<file path="src/design/spdf_pkg.sv">
package spdf_pkg;

    // CRC-16-CCITT, MSB first
    localparam logic [15:0] CRC_INIT = 16'hFFFF;
    localparam logic [15:0] CRC_POLY = 16'h1021;
    localparam logic [15:0] CRC_MSB  = 16'h8000;

    localparam int ADDRESS_BYTES_DEF = 8;

    // configuration register indexes
    localparam int CFG_IDX_W = 3;
    localparam logic [CFG_IDX_W-1:0] CFG_START_MARKER  = 3'd0;
    localparam logic [CFG_IDX_W-1:0] CFG_END_MARKER    = 3'd1;
    localparam logic [CFG_IDX_W-1:0] CFG_ESCAPE_MARKER = 3'd2;
    localparam logic [CFG_IDX_W-1:0] CFG_ESCAPE_MASK   = 3'd3;
    localparam logic [CFG_IDX_W-1:0] CFG_MAX_PAYLOAD   = 3'd4;

    // configuration reset values
    localparam logic [7:0] RST_START_MARKER  = 8'd126;
    localparam logic [7:0] RST_END_MARKER    = 8'd127;
    localparam logic [7:0] RST_ESCAPE_MARKER = 8'd125;
    localparam logic [7:0] RST_ESCAPE_MASK   = 8'd32;
    localparam logic [7:0] RST_MAX_PAYLOAD   = 8'd114;

    // result status codes
    localparam logic [2:0] ST_INCOMPLETE = 3'd0;
    localparam logic [2:0] ST_OK         = 3'd1;
    localparam logic [2:0] ST_BAD_LENGTH = 3'd2;
    localparam logic [2:0] ST_BAD_CRC    = 3'd3;
    localparam logic [2:0] ST_BAD_END    = 3'd4;

endpackage

</file>
<file path="src/design/spdf_crc16_byte.sv">
module spdf_crc16_byte (
    input  logic [15:0] i_crc,
    input  logic [7:0]  i_data,
    output logic [15:0] o_crc
);

    logic [15:0] c;

    // eight unrolled shift steps of the byte-wide update
    always_comb begin
        c = i_crc ^ {i_data, 8'h00};
        for (int k = 0; k < 8; k++) begin
            if ((c & spdf_pkg::CRC_MSB) != 16'h0000) begin
                c = {c[14:0], 1'b0} ^ spdf_pkg::CRC_POLY;
            end else begin
                c = {c[14:0], 1'b0};
            end
        end
        o_crc = c;
    end

endmodule

</file>
<file path="src/design/stuffed_packet_deframer_crc16.sv">
// Channel   Direction  Handshake                  Payload
// rx        in         i_rx_valid / o_rx_ready    i_rx_data[7:0]
// result    out        o_res_valid / i_res_ready  o_status, o_payload_*, o_frame_*
// cfg       in         i_cfg_we (no wait)         i_cfg_index[2:0], i_cfg_wdata[7:0]
//
// One result per received byte, one byte per cycle while results are drained;
// o_res_valid rises the cycle after acceptance, CRC via an unrolled eight-step network.
// A single result register decouples the sides: rx is taken whenever that
// register is empty or is being drained in the same cycle.
// Reset is synchronous, active low; it returns to idle, clears the frame state
// and reloads the marker, mask and length-limit registers.
module stuffed_packet_deframer_crc16 #(
    parameter int ADDRESS_BYTES = spdf_pkg::ADDRESS_BYTES_DEF
) (
    input  logic                           i_clk,
    input  logic                           i_rst_n,
    // configuration
    input  logic                           i_cfg_we,
    input  logic [spdf_pkg::CFG_IDX_W-1:0] i_cfg_index,
    input  logic [7:0]                     i_cfg_wdata,
    // received bytes
    input  logic                           i_rx_valid,
    output logic                           o_rx_ready,
    input  logic [7:0]                     i_rx_data,
    // results
    output logic                           o_res_valid,
    input  logic                           i_res_ready,
    output logic [2:0]                     o_status,
    output logic                           o_payload_valid,
    output logic [7:0]                     o_payload_byte,
    output logic [7:0]                     o_payload_index,
    output logic [63:0]                    o_frame_address,
    output logic [7:0]                     o_frame_type,
    output logic [7:0]                     o_frame_length
);

    localparam int ADDR_W     = ADDRESS_BYTES * 8;
    localparam int ADDR_CNT_W = $clog2(ADDRESS_BYTES + 1);
    localparam int ADDR_IDX_W = (ADDRESS_BYTES > 1) ? $clog2(ADDRESS_BYTES) : 1;
    localparam logic [ADDR_CNT_W-1:0] ADDR_LAST = ADDR_CNT_W'(ADDRESS_BYTES);
    // length byte + address bytes + type byte precede the payload
    localparam logic [8:0] HDR9  = 9'(ADDRESS_BYTES + 2);
    localparam logic [9:0] HDR10 = 10'(ADDRESS_BYTES + 2);

    localparam logic [2:0] PH_IDLE    = 3'd0;
    localparam logic [2:0] PH_LENGTH  = 3'd1;
    localparam logic [2:0] PH_ADDRESS = 3'd2;
    localparam logic [2:0] PH_TYPE    = 3'd3;
    localparam logic [2:0] PH_PAYLOAD = 3'd4;
    localparam logic [2:0] PH_CRC1    = 3'd5;
    localparam logic [2:0] PH_CRC2    = 3'd6;
    localparam logic [2:0] PH_END     = 3'd7;

    // configuration registers
    logic [7:0] r_start_marker, r_end_marker, r_escape_marker, r_escape_mask;
    logic [7:0] r_max_payload;

    // frame state
    logic [2:0]            r_phase,       n_phase;
    logic                  r_esc_pend,    n_esc_pend;
    logic [ADDR_CNT_W-1:0] r_addr_cnt,    n_addr_cnt;
    logic [8:0]            r_byte_cnt,    n_byte_cnt;
    logic [7:0]            r_length,      n_length;
    logic [ADDR_W-1:0]     r_address,     n_address;
    logic [7:0]            r_type,        n_type;
    logic [15:0]           r_crc,         n_crc;
    logic [15:0]           r_rx_crc,      n_rx_crc;

    // result register
    logic        r_res_valid;
    logic [2:0]  r_status,   n_status;
    logic        r_pv,       n_pv;
    logic [7:0]  r_pb,       n_pb;
    logic [7:0]  r_pi,       n_pi;
    logic [63:0] r_fa,       n_fa;
    logic [7:0]  r_ft,       n_ft;
    logic [7:0]  r_fl,       n_fl;

    logic        rx_fire;
    logic        is_start, is_escape;
    logic [7:0]  data_byte;
    logic [15:0] crc_upd;
    logic [8:0]  pay_off;
    logic [9:0]  byte_next10;

    assign o_rx_ready = !r_res_valid || i_res_ready;
    assign rx_fire    = i_rx_valid && o_rx_ready;

    assign is_start  = (i_rx_data == r_start_marker) && !r_esc_pend;
    assign is_escape = (i_rx_data == r_escape_marker) && !r_esc_pend;
    assign data_byte = r_esc_pend ? (i_rx_data ^ r_escape_mask) : i_rx_data;
    assign pay_off   = r_byte_cnt - HDR9;
    assign byte_next10 = {1'b0, r_byte_cnt} + 10'd1;

    spdf_crc16_byte u_crc (
        .i_crc  (r_crc),
        .i_data (data_byte),
        .o_crc  (crc_upd)
    );

    always_comb begin
        n_phase    = r_phase;
        n_esc_pend = r_esc_pend;
        n_addr_cnt = r_addr_cnt;
        n_byte_cnt = r_byte_cnt;
        n_length   = r_length;
        n_address  = r_address;
        n_type     = r_type;
        n_crc      = r_crc;
        n_rx_crc   = r_rx_crc;
        n_status   = spdf_pkg::ST_INCOMPLETE;
        n_pv       = 1'b0;
        n_pb       = 8'h00;
        n_pi       = 8'h00;
        n_fa       = 64'h0;
        n_ft       = 8'h00;
        n_fl       = 8'h00;

        priority if (is_start) begin
            // restart the frame; start wins over escape when equal
            n_phase    = PH_LENGTH;
            n_byte_cnt = 9'd0;
            n_addr_cnt = '0;
            n_address  = '0;
            n_crc      = spdf_pkg::CRC_INIT;
        end else if (is_escape) begin
            n_esc_pend = 1'b1;
        end else begin
            n_esc_pend = 1'b0;
            unique case (r_phase)
                PH_LENGTH: begin
                    if (data_byte > r_max_payload) begin
                        n_phase  = PH_IDLE;
                        n_status = spdf_pkg::ST_BAD_LENGTH;
                    end else begin
                        n_length   = data_byte;
                        n_crc      = crc_upd;
                        n_byte_cnt = 9'd1;
                        n_addr_cnt = '0;
                        n_phase    = PH_ADDRESS;
                    end
                end
                PH_ADDRESS: begin
                    // little-endian: drop the byte into its lane
                    for (int k = 0; k < ADDRESS_BYTES; k++) begin
                        if (r_addr_cnt[ADDR_IDX_W-1:0] == ADDR_IDX_W'(k)) begin
                            n_address[k*8 +: 8] = r_address[k*8 +: 8] | data_byte;
                        end
                    end
                    n_crc      = crc_upd;
                    n_byte_cnt = r_byte_cnt + 9'd1;
                    n_addr_cnt = r_addr_cnt + ADDR_CNT_W'(1);
                    if (n_addr_cnt >= ADDR_LAST) begin
                        n_phase = PH_TYPE;
                    end
                end
                PH_TYPE: begin
                    n_type     = data_byte;
                    n_crc      = crc_upd;
                    n_byte_cnt = r_byte_cnt + 9'd1;
                    n_phase    = (r_length == 8'd0) ? PH_CRC1 : PH_PAYLOAD;
                end
                PH_PAYLOAD: begin
                    n_pv       = 1'b1;
                    n_pb       = data_byte;
                    n_pi       = pay_off[7:0];
                    n_crc      = crc_upd;
                    n_byte_cnt = byte_next10[8:0];
                    if (byte_next10 >= ({2'b00, r_length} + HDR10)) begin
                        n_phase = PH_CRC1;
                    end
                end
                PH_CRC1: begin
                    n_rx_crc = {data_byte, 8'h00};
                    n_phase  = PH_CRC2;
                end
                PH_CRC2: begin
                    n_rx_crc = {r_rx_crc[15:8], data_byte};
                    n_phase  = PH_END;
                end
                PH_END: begin
                    // the raw byte closes the frame, escaped or not
                    n_phase = PH_IDLE;
                    priority if (i_rx_data != r_end_marker) begin
                        n_status = spdf_pkg::ST_BAD_END;
                    end else if (r_crc != r_rx_crc) begin
                        n_status = spdf_pkg::ST_BAD_CRC;
                    end else begin
                        n_status = spdf_pkg::ST_OK;
                        n_fa     = 64'(r_address);
                        n_ft     = r_type;
                        n_fl     = r_length;
                    end
                end
                default: begin
                    // idle: ignore the byte
                end
            endcase
        end
    end

    // configuration writes; unknown indexes are ignored
    always_ff @(posedge i_clk) begin
        if (!i_rst_n) begin
            r_start_marker  <= spdf_pkg::RST_START_MARKER;
            r_end_marker    <= spdf_pkg::RST_END_MARKER;
            r_escape_marker <= spdf_pkg::RST_ESCAPE_MARKER;
            r_escape_mask   <= spdf_pkg::RST_ESCAPE_MASK;
            r_max_payload   <= spdf_pkg::RST_MAX_PAYLOAD;
        end else if (i_cfg_we) begin
            unique case (i_cfg_index)
                spdf_pkg::CFG_START_MARKER:  r_start_marker  <= i_cfg_wdata;
                spdf_pkg::CFG_END_MARKER:    r_end_marker    <= i_cfg_wdata;
                spdf_pkg::CFG_ESCAPE_MARKER: r_escape_marker <= i_cfg_wdata;
                spdf_pkg::CFG_ESCAPE_MASK:   r_escape_mask   <= i_cfg_wdata;
                spdf_pkg::CFG_MAX_PAYLOAD:   r_max_payload   <= i_cfg_wdata;
                default: begin
                end
            endcase
        end
    end

    // frame state control: advance only on an accepted transaction
    always_ff @(posedge i_clk) begin
        if (!i_rst_n) begin
            r_phase    <= PH_IDLE;
            r_esc_pend <= 1'b0;
            r_addr_cnt <= '0;
            r_byte_cnt <= 9'd0;
        end else if (rx_fire) begin
            r_phase    <= n_phase;
            r_esc_pend <= n_esc_pend;
            r_addr_cnt <= n_addr_cnt;
            r_byte_cnt <= n_byte_cnt;
        end
    end

    // frame payload registers
    always_ff @(posedge i_clk) begin
        if (!i_rst_n) begin
            r_length  <= 8'd0;
            r_address <= '0;
            r_type    <= 8'd0;
            r_crc     <= spdf_pkg::CRC_INIT;
            r_rx_crc  <= 16'h0000;
        end else if (rx_fire) begin
            r_length  <= n_length;
            r_address <= n_address;
            r_type    <= n_type;
            r_crc     <= n_crc;
            r_rx_crc  <= n_rx_crc;
        end
    end

    // result register: load on accept, hold while stalled
    always_ff @(posedge i_clk) begin
        if (!i_rst_n) begin
            r_res_valid <= 1'b0;
        end else if (rx_fire) begin
            r_res_valid <= 1'b1;
        end else if (i_res_ready) begin
            r_res_valid <= 1'b0;
        end
    end

    always_ff @(posedge i_clk) begin
        if (rx_fire) begin
            r_status <= n_status;
            r_pv     <= n_pv;
            r_pb     <= n_pb;
            r_pi     <= n_pi;
            r_fa     <= n_fa;
            r_ft     <= n_ft;
            r_fl     <= n_fl;
        end
    end

    assign o_res_valid     = r_res_valid;
    assign o_status        = r_status;
    assign o_payload_valid = r_pv;
    assign o_payload_byte  = r_pb;
    assign o_payload_index = r_pi;
    assign o_frame_address = r_fa;
    assign o_frame_type    = r_ft;
    assign o_frame_length  = r_fl;

    // a pending escape is always consumed by the next byte
    a_escape_consumed: assert property (@(posedge i_clk) disable iff (!i_rst_n)
        rx_fire && r_esc_pend |=> !r_esc_pend)
        else $error("escape still pending after the next byte");

    // the closing byte returns the deframer to idle
    a_end_to_idle: assert property (@(posedge i_clk) disable iff (!i_rst_n)
        rx_fire && (r_phase == PH_END) && !is_start && !is_escape |=> r_phase == PH_IDLE)
        else $error("frame did not close after the end byte");

    // the payload phase is entered only with a nonzero length
    a_payload_len: assert property (@(posedge i_clk) disable iff (!i_rst_n)
        (r_phase == PH_PAYLOAD) |-> (r_length != 8'd0))
        else $error("payload phase with zero length");

    // a streamed payload byte never carries a final status
    a_payload_status: assert property (@(posedge i_clk) disable iff (!i_rst_n)
        r_res_valid && r_pv |-> (r_status == spdf_pkg::ST_INCOMPLETE))
        else $error("payload byte reported with a final status");

endmodule

</file>
<file path="config.mk">
export PLATFORM = sky130hd
export DESIGN_NAME = stuffed_packet_deframer_crc16
export DESIGN_NICKNAME = d
export VERILOG_FILES = /design/src/design/spdf_pkg.sv /design/src/design/spdf_crc16_byte.sv /design/src/design/stuffed_packet_deframer_crc16.sv
export SDC_FILE = /design/constraint.sdc
export NUM_CORES = 1
export LEC_CHECK = 0
export BUFFER_PORTS_ARGS = -buffer_cell sky130_fd_sc_hd__clkbuf_2
export CORE_ASPECT_RATIO = 0.75
export CORE_MARGIN = 2
export CORE_UTILIZATION = 36
export DETAILED_ROUTE_END_ITERATION = 8
export PLACE_DENSITY = 0.56
export SLEW_MARGIN = 20
export SYNTH_ARGS = -nofsm -noshare
export SYNTH_HDL_FRONTEND = slang
export SYNTH_SLANG_ARGS = --single-unit
</file>
<file path="constraint.sdc">
create_clock -name i_clk -period 13.2 [get_ports i_clk]
set_input_delay 1.32 -clock i_clk [delete_from_list [all_inputs] [get_ports i_clk]]
set_output_delay 1.32 -clock i_clk [all_outputs]
set_load 0.03 [all_outputs]
</file>
==> results.json <==
{
  "synth_edf_count": 100,
  "synth.distinct_cells": 61,
  "tightestPinTransition_ns": 0.939,
  "critPathSlowestCell": "xor2_1",
  "holdCritPathClass": "flop to flop",
  "multi_input_area_mm2": 0.00486,
  "io_pins": 126,
  "syn_nets": 1205,
  "drt_iter0_markers": 556,
  "period_needed_ns": 4.18,
  "cts_hold_buf": 0,
  "slew_viol_final": 0,
  "final-seq-area_mm2": 0.00641,
  "vias": 8532,
  "cp_cell_sequence": "clkbuf_2 > xor2_1 > inv_1 > ha_1 > nand4_1 > nor2_1 > nor3_1 > o41ai_4 > a2111oi_0 > a41oi_1",
  "clk_path_buf_depth": 3,
  "netlist_instances": 1154,
  "yosysWarnings": 0,
  "die_x_um": 211,
  "drtPass1Iterations": 5,
  "fin_crit_sh_pct": 31.7,
  "routabilityCongestion": 0.926,
  "routed_wl_um": 30000,
  "grt_use_total_pct": 17.9,
  "leakage_nw": 5.38,
  "cts_sinks": 270,
  "yosysSeqAreaShare_pct": 55.1,
  "synth_area_per_cell_um2": 10.1,
  "critPathCaptureType": "flop",
  "slowest_delay_ns": 0.74,
  "worstPathArrival_ns": 4.64,
  "critPathKind": "input port to flop",
  "core-area_mm2": 0.0315,
  "grt_first_pass_wirelength_um": 47400,
  "maxSlewHeadroom_pct": 37.2,
  "tritoncts": "yes",
  "power_density_mw_per_mm2": 138,
  "grt_max_degree": 81,
  "path_buf_inv": 2,
  "yosysTopAreaCell": "dfxtp_1",
  "ys.flop_type": "dfxtp_1",
  "die_h_um": 160,
  "nFillCells": 3080,
  "path_max_fanout": 13,
  "numCtsBuffers": 28,
  "clockRootBuffer": "clkbuf_16",
  "start_util_pct": 36.8,
  "clk_latency_ns": 0.56,
  "rsz0062_at_grt": "false",
  "cts_max_level": 1,
  "antenna_found_initial": 0,
  "vdd_ir_drop_max_mv": 0.0932,
  "tns_ns": 0,
  "dp_hpwl_um": 20600,
  "numPortBuffers": 125,
  "crit_path_start_kind": "input port",
  "ys_async_sr_fraction_pct": 0,
  "yosys-top-cells-area": "dfxtp_1 (29%), edfxtp_1 (26%), nand2_1 (7.1%), and2_1 (4.6%), xor2_1 (3.9%)",
  "rows": 56,
  "timing.hold.ws_ns": 0.445,
  "ys_ff_latch": 270,
  "cts_resized": 0,
  "drive_above_1_share_pct": 16.1,
  "gr-total-overflow": 0,
  "finalNetCount": 1307,
  "max_freq_ghz": 0.239,
  "grt_pass1_vias": 7964,
  "maxCapViolCount": 0,
  "post_cts_buffers": 0,
  "status": "finished, final reports clean",
  "final_antenna_net_count": 0,
  "vias_per_cell": 5.06,
  "drc": 0,
  "final-setup-viol-count": 0,
  "wire_per_inst_um": 17.8,
  "area_growth_pct": 17.4,
  "finalHoldViolCount": 0,
  "clock_skew_ns": 0.0288,
  "cp.required_ns": 13.66,
  "cp_top_family": "compound AO/OA/AOI/OAI gates",
  "yosysTopAreaCellShare_pct": 29.3,
  "path_clk_slew_ns": 0.06,
  "dieArea_mm2": 0.0337,
  "syn-cell-area_mm2": 0.0116
}
## worst min-delay path, stage by stage, from the launching register on
cell	delay (ns)
dfxtp_1	0.32
nand2_1	0.04
o21ai_0	0.05
## stage by stage
| step | utilization [%] | cells | worst slack, ns | cell area, um^2 | power [mW] |
|---|---|---|---|---|---|
| 2_1_floorplan | - | 1154 | 7.84 | 11600 | 0.987 |
| 3_3_place_gp | 39.9 | 1632 | 8.33 | 12600 | 1.03 |
| 3_5_place_dp | 39.9 | 1632 | 8.21 | 12600 | 1.03 |
| 4_1_cts | 43.2 | 1684 | 8.77 | 13600 | 1.90 |
| 5_1_grt | 43.2 | 1684 | 8.78 | 13600 | 1.95 |
| 6_report | 43.2 | 1685 | 9.02 | 13600 | 1.88 |
## flip-flops by register name (all words and copies together), names as in the netlist, 9 cells and up
signal / flops
o_frame_address: 64
r_byte_cnt: 9
r_address: 64
r_rx_crc: 16
r_crc: 16
## power by group
| part | switching [mW] | internal [mW] |
|---|---|---|
| combinational | 0.0935 | 0.0302 |
| sequential | 0.00781 | 0.881 |
| clock | 0.334 | 0.536 |
| total | 0.436 | 1.45 |
## cells in the final DEF (no fill, tap or decap), types with 6 or more instances in the layout
cell         n
a2111oi_0   12
a21oi_1     30
a31oi_1     11
a41oi_1      6
and2_1      85
and3_1      13
buf_4       12
clkbuf_16   31
clkbuf_2   125
dfxtp_1    170
edfxtp_1   100
ha_1        27
inv_1       25
mux2i_1     28
nand2_1    219
nand3_1     58
nand4_1      9
nor2_1      37
nor2b_1      7
nor3_1       9
nor3b_1      6
nor4_1       7
o21ai_0     84
xnor2_1     30
xor2_1      52
## layer usage
| layer | GRT usage [%] | share of wire [%] |
|---|---|---|
| met1 | 28.3 | 52 |
| met2 | 24.4 | 40 |
| met3 | 3.65 | 6.4 |
| met4 | 4.16 | 2.1 |
| met5 | 0 | 0 |
## area by class of cell
cell class                      count  area share (%)
Sequential cell                   270            47.0
Multi-Input combinational cell    791            35.7
Clock buffer                       38            6.03
Timing Repair Buffer              137            5.25
Tap cell                          406            3.73
Clock inverter                     14            1.53
Inverter                           28           0.789
Antenna cell                        1          0.0184
## path summary, 6_finish.rpt
| kind | end | cells past startpoint | slack [ns] | from |
|---|---|---|---|---|
| worst min register to register | r_address[56] | 2 | 0.44 | r_address[56] |
| worst max-delay path | r_crc[4] | 10 | 9.02 | i_rx_data[7] |
| worst max register to register | r_crc[4] | 10 | 9.25 | r_esc_pend |
| worst min-delay path | r_address[56] | 2 | 0.44 | r_address[56] |
## synth_stat cells, drive strengths merged (4+ instances only)
| cell | count |
|---|---|
| nand3 | 58 |
| and2 | 85 |
| edfxtp | 100 |
| mux2i | 28 |
| o21ai | 85 |
| nor3b | 6 |
| a2111oi | 12 |
| xnor2 | 32 |
| nor2 | 38 |
| dfxtp | 170 |
| a21oi | 31 |
| inv | 27 |
| nand4 | 9 |
| buf | 19 |
| o211ai | 4 |
| a31oi | 11 |
| a41oi | 6 |
| a221o | 4 |
| or2 | 4 |
| clkbuf | 46 |
| ha | 27 |
| nor3 | 12 |
| nand2 | 220 |
| xor2 | 55 |
| nor2b | 7 |
| nor4 | 8 |
| and3 | 14 |
## cells by family after synthesis
kind of cell | Yosys count | share of synthesized area (%)
simple gates | 475 | 20.0
flops | 270 | 55.1
compound gates | 171 | 8.91
buf+inv | 93 | 3.18
xor+xnor | 90 | 7.49
mux | 28 | 2.41
fa+ha+maj | 27 | 2.91
Power figures use the tool's default switching activity.
